<file path="config.mk">
export PLATFORM = sky130hd
export DESIGN_NAME = arm_shifter_alu_flags
export DESIGN_NICKNAME = d
export VERILOG_FILES = /design/src/design/ash_pkg.sv /design/src/design/arm_shifter_alu_flags.sv /design/src/design/ash_shifter.sv /design/src/design/ash_alu.sv
export SDC_FILE = /design/constraint.sdc
export NUM_CORES = 1
export LEC_CHECK = 0
export ABC_AREA = 1
export BUFFER_PORTS_ARGS = -buffer_cell sky130_fd_sc_hd__buf_2
export CORE_MARGIN = 2
export CORE_UTILIZATION = 37
export CTS_CLUSTER_DIAMETER = 60
export CTS_CLUSTER_SIZE = 25
export DETAILED_ROUTE_END_ITERATION = 7
export SYNTH_ARGS = -nofsm -noshare
export SYNTH_HDL_FRONTEND = slang
export SYNTH_SLANG_ARGS = --single-unit
</file>
<file path="constraint.sdc">
create_clock -name clk -period 3.6 [get_ports clk]
set_clock_uncertainty 0.05 [all_clocks]
set_input_delay 0.18 -clock clk [delete_from_list [all_inputs] [get_ports clk]]
set_output_delay 0.18 -clock clk [all_outputs]
set_load 0.01 [all_outputs]
</file>
<file path="src/design/ash_pkg.sv">
package ash_pkg;

    localparam int unsigned WORD_BITS = 32;
    localparam int unsigned SIGN_POS  = WORD_BITS - 1;

    localparam logic [3:0] KIND_LSL  = 4'd0;
    localparam logic [3:0] KIND_LSR  = 4'd1;
    localparam logic [3:0] KIND_ASR  = 4'd2;
    localparam logic [3:0] KIND_ROR  = 4'd3;
    localparam logic [3:0] KIND_TEST = 4'd4;
    localparam logic [3:0] KIND_ADD  = 4'd5;
    localparam logic [3:0] KIND_SUB  = 4'd6;
    localparam logic [3:0] KIND_ADC  = 4'd7;
    localparam logic [3:0] KIND_SBC  = 4'd8;

    localparam logic [1:0] SHIFT_LSL = 2'd0;
    localparam logic [1:0] SHIFT_LSR = 2'd1;
    localparam logic [1:0] SHIFT_ASR = 2'd2;
    localparam logic [1:0] SHIFT_ROR = 2'd3;

    typedef struct packed {
        logic [3:0]           kind;
        logic [WORD_BITS-1:0] operand_a;
        logic [WORD_BITS-1:0] operand_a_high;
        logic [WORD_BITS-1:0] operand_b;
        logic [7:0]           shift_amount;
        logic                 immediate_form;
        logic                 wide_test;
        logic                 set_flags;
    } op_t;

    typedef struct packed {
        logic [WORD_BITS-1:0] result;
        logic [WORD_BITS-1:0] result_high;
        logic                 flag_n;
        logic                 flag_z;
        logic                 flag_c;
        logic                 flag_v;
    } res_t;

    typedef struct packed {
        logic n;
        logic z;
        logic c;
        logic v;
    } flags_t;

    typedef struct packed {
        logic [WORD_BITS-1:0] value;
        logic                 carry;
        logic                 carry_wr;
    } shift_out_t;

    typedef struct packed {
        logic [WORD_BITS-1:0] value;
        logic                 carry;
        logic                 overflow;
    } alu_out_t;

endpackage

</file>
<file path="src/design/arm_shifter_alu_flags.sv">
// An accepted input goes to the input register, its result to the result register.
// Throughput: one transaction per cycle unless res_stall holds a valid result; the flags are
// read and written in the single execute stage between the input and result registers.
// Reset: rst_n clears both valid bits and the four condition flags at once.
module arm_shifter_alu_flags (
    input  logic          clk,
    input  logic          rst_n,
    input  logic          op_valid,
    output logic          op_stall,
    input  ash_pkg::op_t  op,
    output logic          res_valid,
    input  logic          res_stall,
    output ash_pkg::res_t res
);
    import ash_pkg::*;

    op_t        op_reg;
    logic       op_valid_reg;
    logic       op_valid_next;
    res_t       res_reg;
    res_t       res_next;
    logic       res_valid_reg;
    logic       res_valid_next;
    flags_t     flags_reg;
    flags_t     flags_next;
    logic       accept;
    logic       advance;
    shift_out_t shift_out;
    alu_out_t   alu_out;
    logic       subtract;
    logic       use_carry;

    assign advance  = op_valid_reg && (!res_valid_reg || !res_stall);
    assign op_stall = op_valid_reg && !advance;
    assign accept   = op_valid && !op_stall;

    assign subtract  = (op_reg.kind == KIND_SUB) || (op_reg.kind == KIND_SBC);
    assign use_carry = (op_reg.kind == KIND_ADC) || (op_reg.kind == KIND_SBC);

    ash_shifter u_shifter (
        .mode      (op_reg.kind[1:0]),
        .value     (op_reg.operand_a),
        .amount    (op_reg.shift_amount),
        .imm       (op_reg.immediate_form),
        .carry_in  (flags_reg.c),
        .shift_out (shift_out)
    );

    ash_alu u_alu (
        .a         (op_reg.operand_a),
        .b         (op_reg.operand_b),
        .subtract  (subtract),
        .use_carry (use_carry),
        .carry_in  (flags_reg.c),
        .alu_out   (alu_out)
    );

    always_comb
    begin
        flags_next           = flags_reg;
        res_next.result      = '0;
        res_next.result_high = '0;
        case (op_reg.kind)
            KIND_LSL, KIND_LSR, KIND_ASR, KIND_ROR:
            begin
                res_next.result = shift_out.value;
                if (op_reg.set_flags && shift_out.carry_wr)
                begin
                    flags_next.c = shift_out.carry;
                end
            end
            KIND_TEST:
            begin
                res_next.result = op_reg.operand_a;
                if (op_reg.wide_test)
                begin
                    res_next.result_high = op_reg.operand_a_high;
                end
                if (op_reg.set_flags)
                begin
                    if (op_reg.wide_test)
                    begin
                        flags_next.n = op_reg.operand_a_high[SIGN_POS];
                        flags_next.z = ((op_reg.operand_a | op_reg.operand_a_high) == '0);
                    end
                    else
                    begin
                        flags_next.n = op_reg.operand_a[SIGN_POS];
                        flags_next.z = (op_reg.operand_a == '0);
                    end
                end
            end
            KIND_ADD, KIND_SUB, KIND_ADC, KIND_SBC:
            begin
                res_next.result = alu_out.value;
                if (op_reg.set_flags)
                begin
                    flags_next.n = alu_out.value[SIGN_POS];
                    flags_next.z = (alu_out.value == '0);
                    flags_next.c = alu_out.carry;
                    flags_next.v = alu_out.overflow;
                end
            end
            default:
            begin
                res_next.result = '0;
            end
        endcase
        res_next.flag_n = flags_next.n;
        res_next.flag_z = flags_next.z;
        res_next.flag_c = flags_next.c;
        res_next.flag_v = flags_next.v;
    end

    always_comb
    begin
        if (accept)
        begin
            op_valid_next = 1'b1;
        end
        else if (advance)
        begin
            op_valid_next = 1'b0;
        end
        else
        begin
            op_valid_next = op_valid_reg;
        end

        if (advance)
        begin
            res_valid_next = 1'b1;
        end
        else if (res_stall)
        begin
            res_valid_next = res_valid_reg;
        end
        else
        begin
            res_valid_next = 1'b0;
        end
    end

    always_ff @(posedge clk or negedge rst_n)
    begin
        if (!rst_n)
        begin
            op_valid_reg  <= 1'b0;
            res_valid_reg <= 1'b0;
            flags_reg     <= '0;
        end
        else
        begin
            op_valid_reg  <= op_valid_next;
            res_valid_reg <= res_valid_next;
            if (advance)
            begin
                flags_reg <= flags_next;
            end
        end
    end

    always_ff @(posedge clk)
    begin
        if (accept)
        begin
            op_reg <= op;
        end
        if (advance)
        begin
            res_reg <= res_next;
        end
    end

    assign res_valid = res_valid_reg;
    assign res       = res_reg;

endmodule

</file>
<file path="src/design/ash_shifter.sv">
module ash_shifter (
    input  logic [1:0]               mode,
    input  logic [31:0]              value,
    input  logic [7:0]               amount,
    input  logic                     imm,
    input  logic                     carry_in,
    output ash_pkg::shift_out_t      shift_out
);
    import ash_pkg::*;

    logic [4:0]  shamt;
    logic        zero_amt;
    logic        exact;
    logic        big;
    logic [32:0] lsl_w;
    logic [32:0] lsr_w;
    logic [32:0] asr_w;
    logic [63:0] ror_w;

    assign shamt    = amount[4:0];
    assign zero_amt = (amount == 8'd0);
    assign exact    = (amount == 8'd32);
    assign big      = |amount[7:5];

    assign lsl_w = {1'b0, value} << shamt;
    assign lsr_w = {value, 1'b0} >> shamt;
    assign asr_w = 33'($signed({value, 1'b0}) >>> shamt);
    assign ror_w = {value, value} >> shamt;

    always_comb
    begin
        shift_out.value    = value;
        shift_out.carry    = carry_in;
        shift_out.carry_wr = 1'b1;
        if (zero_amt && (!imm || mode == SHIFT_LSL))
        begin
            shift_out.carry_wr = 1'b0;
        end
        else
        begin
            case (mode)
                SHIFT_LSL:
                begin
                    if (big)
                    begin
                        shift_out.value = '0;
                        shift_out.carry = exact & value[0];
                    end
                    else
                    begin
                        shift_out.value = lsl_w[31:0];
                        shift_out.carry = lsl_w[32];
                    end
                end
                SHIFT_LSR:
                begin
                    if (big || zero_amt)
                    begin
                        shift_out.value = '0;
                        shift_out.carry = (exact | zero_amt) & value[SIGN_POS];
                    end
                    else
                    begin
                        shift_out.value = lsr_w[32:1];
                        shift_out.carry = lsr_w[0];
                    end
                end
                SHIFT_ASR:
                begin
                    if (big || zero_amt)
                    begin
                        shift_out.value = {WORD_BITS{value[SIGN_POS]}};
                        shift_out.carry = value[SIGN_POS];
                    end
                    else
                    begin
                        shift_out.value = asr_w[32:1];
                        shift_out.carry = asr_w[0];
                    end
                end
                default:
                begin
                    if (zero_amt)
                    begin
                        shift_out.value = {carry_in, value[31:1]};
                        shift_out.carry = value[0];
                    end
                    else
                    begin
                        shift_out.value = ror_w[31:0];
                        shift_out.carry = ror_w[31];
                    end
                end
            endcase
        end
    end

endmodule

</file>
<file path="src/design/ash_alu.sv">
module ash_alu (
    input  logic [31:0]          a,
    input  logic [31:0]          b,
    input  logic                 subtract,
    input  logic                 use_carry,
    input  logic                 carry_in,
    output ash_pkg::alu_out_t    alu_out
);
    import ash_pkg::*;

    logic [31:0] b_eff;
    logic        cin;
    logic [32:0] sum;

    // Subtraction is a + ~b + 1 (a + ~b + carry_in for SBC), so the carry out is the inverse of the borrow.
    assign b_eff = subtract ? ~b : b;
    assign cin   = use_carry ? carry_in : subtract;
    assign sum   = {1'b0, a} + {1'b0, b_eff} + {32'd0, cin};

    assign alu_out.value    = sum[31:0];
    assign alu_out.carry    = sum[32];
    assign alu_out.overflow = ~(a[SIGN_POS] ^ b_eff[SIGN_POS]) & (a[SIGN_POS] ^ sum[SIGN_POS]);

endmodule
</file>
==> flow_metrics.env <==
export IMPL_placed_area_sq_um=16700
export IMPL_die_height_microns=204
export IMPL_ff2ff_path_depth=19
export IMPL_syn_avg_cell_area_sq_um=7.10
export IMPL_wl_per_cell_microns=22.4
export IMPL_power_frac_seq_pct=35.5
export IMPL_drtIter0Drc=1662
export IMPL_ys_seq_elements=185
export IMPL_p_leak_nw=8.72
export IMPL_path_common_cell="nand2_1"
export IMPL_final_nets=2564
export IMPL_num_io_pins=185
export IMPL_cell_internal_pwr_mw=4.78
export IMPL_gp_congestion=0.979
export IMPL_worst_path_buf_inv=4
export IMPL_cp_cell_sequence="buf_4 -> nor2_4 -> nand2_2 -> nand2_4 -> buf_4 -> clkbuf_16 -> xor2_1 -> ha_1 -> nand2_1 -> nor2_1 -> nand2_1 -> nand2_1 -> nand2_1 -> nand3_1 -> nand2_1 -> nand2_1 -> o22ai_1 -> buf_4 -> a21o_1"
export IMPL_numPortBuffers=184
export IMPL_grt_overflow=0
export IMPL_final_core_util_pct=47.3
export IMPL_cts_tree="done"
export IMPL_die_x_microns=204
export IMPL_vias_per_cell=5.40
export IMPL_power_switching_mw=3.06
export IMPL_pre_cts_slack_ns=-0.140
export IMPL_n_fill_cell=4088
export IMPL_fin_crit_ns=3.40
export IMPL_fp_coreArea_sq_um=39600
export IMPL_initial_core_util_pct=37.4
export IMPL_grt_pass1_wl_mm=95.7
export IMPL_worst_path_largest_cell_delay_ns=0.42
export IMPL_totalWireLength_mm=66.2
export IMPL_grt_max_degree=77
export IMPL_outcome="finished clean"
export IMPL_clk_pin_slew_ns=0.08
export IMPL_cp_top_family="simple AND/OR/NAND/NOR gates"
export IMPL_r2r_start="op_reg[107]$_DFFE_PP_"
export IMPL_vdd_drop_max_mv=0.406
export IMPL_antenna_left=0
export IMPL_holdCritPathClass="in2reg"
export IMPL_grt_pass1_vias=15100
export IMPL_synth_top_area_share_pct=36.2
export IMPL_worstPathArrival_ns=3.59
export IMPL_cts_root_buf="clkbuf_16"
export IMPL_num_vias=16000
export IMPL_layout_area_overhead_vs_synth_pct=26.3
export IMPL_cap_viol_max_count=0
export IMPL_hp_start="op[79]"
export IMPL_clkPwrFrac_pct=27.1
export IMPL_crit_type="reg2reg"
export IMPL_synth_area_top_cells="edfxtp_1, nand2_1, inv_1, o21ai_0, nor2_1"
export IMPL_synth_top_area_cell="edfxtp_1"
export IMPL_hold_viol_final=0
export IMPL_drt_pass1_iterations=6
export IMPL_antenna_cells=0
export IMPL_crit_slowest_cell="edfxtp_1"
export IMPL_p_comb_share_pct=37.4
export IMPL_fin_ws_ns=0.198
export IMPL_finalSetupViolCount=0
export IMPL_grtUsageTotal_pct=31.6
export IMPL_fin_setup_tns_ns=0
export IMPL_min_path_cells=2
export IMPL_cp_end_kind="register"
export IMPL_drv_slew=0
export IMPL_worstMarginPinSlew_ns=0.779
export IMPL_final_common_cell="nand2_1"
export IMPL_yosysUniqueCellTypes=60
export IMPL_cts_max_path_buffers=2
export IMPL_cp_max_fo=15
export IMPL_yosys_warnings=0
export IMPL_cp_data_required_time_ns=3.79
export IMPL_fin_crit_sh_pct=94.5
export IMPL_max_freq_ghz=0.294
export IMPL_start_kind="register"
export IMPL_holdPathEnd="op_reg[79]$_DFFE_PP_"
export IMPL_placed_cells=2799
export IMPL_maxSlewHeadroom_pct=47.5
export IMPL_mostFrequentLayoutCells="nand2_1, inv_1, buf_2"
export IMPL_syn_nets=2237
export IMPL_dieArea_sq_um=41700
export IMPL_antenna_found_initial=1
export IMPL_largest_register_ffs=111
export IMPL_yosysSeqAreaShare_pct=37.2
export IMPL_fin_area_sq_um=18700
export IMPL_synth_flop_cell="edfxtp_1"
export IMPL_synth_cells=2089
export IMPL_dp_hpwl_mm=50.6
export IMPL_sw_frac_of_total_pct=39.0
export IMPL_reg2reg_slack_ns=0.20
export IMPL_htreeDepth=4
export IMPL_rsz0062_at_grt="yes"
export IMPL_cts_sinks=185
export IMPL_final_cells=2954
export IMPL_rr_endpoint="res[61]$_DFFE_PP_"
export IMPL_layout_drive_gt1_share_pct=18.1
export IMPL_syn_area_sq_um=14800
export IMPL_rows=73
export IMPL_clkLatencyLatePin_ns=0.49
export IMPL_power_density_nw_per_um2=419
export IMPL_cts_inserted_buffers=17
export IMPL_synth_edf_count=179
export IMPL_drc=0
export IMPL_synthArstFlopShare_pct=3.24
==> synth_stat cells (4+ instances only) <==
cell type / number
nor2_2: 9
o211ai_1: 31
nor3_1: 10
o22ai_1: 10
nand3_1: 102
buf_6: 11
clkbuf_1: 37
o21ai_2: 24
xor2_1: 33
inv_1: 244
inv_2: 12
a21o_1: 4
or2_1: 5
o2111ai_1: 6
nand4_1: 17
dfrtp_1: 6
o21ai_1: 96
mux2i_1: 15
o21a_1: 8
a21boi_1: 4
nand3b_1: 8
and2_1: 5
nor2_1: 157
a21oi_1: 110
buf_1: 5
o21bai_1: 4
a31oi_1: 6
nor4_1: 10
o221ai_1: 9
nand2_2: 18
edfxtp_1: 179
ha_1: 31
o21ai_0: 128
nand2_1: 648
buf_4: 10
a22oi_1: 4
buf_2: 31
==> per-stage QoR <==
stage | power [mW] | hold WS [ns]
after detailed placement | 5.54 | -0.00604
after CTS | 7.77 | 0.304
after global placement | 5.54 | -0.00311
after floorplan | 4.42 | -0.166
after global routing | 8.22 | 0.340
final | 7.84 | 0.353
==> worst max-delay path by stage <==
stage	start	end	slack, ns	cells after the start
2_1_floorplan	op_reg[108]$_DFFE_PP_	flags_reg[2]$_DFFE_PN0P_	0.06	27
4_1_cts	op_reg[107]$_DFFE_PP_	flags_reg[2]$_DFFE_PN0P_	0.003	27
3_5_place_dp	op_reg[108]$_DFFE_PP_	flags_reg[2]$_DFFE_PN0P_	-0.14	27
5_1_grt	op_reg[110]$_DFFE_PP_	flags_reg[2]$_DFFE_PN0P_	-0.09	26
6_report	op_reg[107]$_DFFE_PP_	res[61]$_DFFE_PP_	0.20	19
3_3_place_gp	op_reg[108]$_DFFE_PP_	flags_reg[2]$_DFFE_PN0P_	-0.02	27
==> per-layer routing <==
metal / vias to the layer above / track usage, % / wire length [microns] / share of wire [%]
met5: - / 0 / 13 / 0.020
met3: 139 / 4.83 / 4770 / 7.2
met1: 7478 / 41.5 / 27900 / 42
met4: 2 / 15.1 / 3280 / 5.0
li1: 7613 / - / - / -
met2: 734 / 51.1 / 30200 / 46
==> power by group through the flow <==
stage | sequential [mW] | combinational [mW] | clock [mW]
floorplan | 2.82 | 1.61 | 0
global placement | 2.82 | 2.72 | 0
detailed placement | 2.82 | 2.71 | 0
CTS | 2.78 | 2.83 | 2.17
global route | 2.80 | 3.19 | 2.23
finish | 2.78 | 2.94 | 2.12
==> kinds of logic after synthesis <==
group                    after synthesis  synth area share (%)
adder cells (fa/ha/maj)               33                  2.88
flip-flops                           185                  37.2
XOR/XNOR                              35                  2.07
AND/OR/NAND/NOR                     1004                  28.4
buffers and inverters                354                  10.2
AO/OA/AOI/OAI                        463                  18.3
multiplexers                          15                  1.01
==> final cells by class <==
type / instances / area, sq um / area share [%]
Sequential cell: 185 / 5530 / 29.5
Timing Repair Buffer: 403 / 3000 / 16.0
Inverter: 259 / 977 / 5.22
Clock inverter: 15 / 231 / 1.24
Tap cell: 525 / 657 / 3.51
Multi-Input combinational cell: 1550 / 7920 / 42.3
Clock buffer: 17 / 425 / 2.27
==> timing repair <==
action	in CTS	in global routing
gates cloned	0	1
gates resized for setup	4	31
pin swaps	1	9
hold buffers	115	0
buffers inserted	0	7
hold endpoints to repair	119	0
setup endpoints to repair	3	13
No activity file was read; power rests on OpenSTA's default activity.
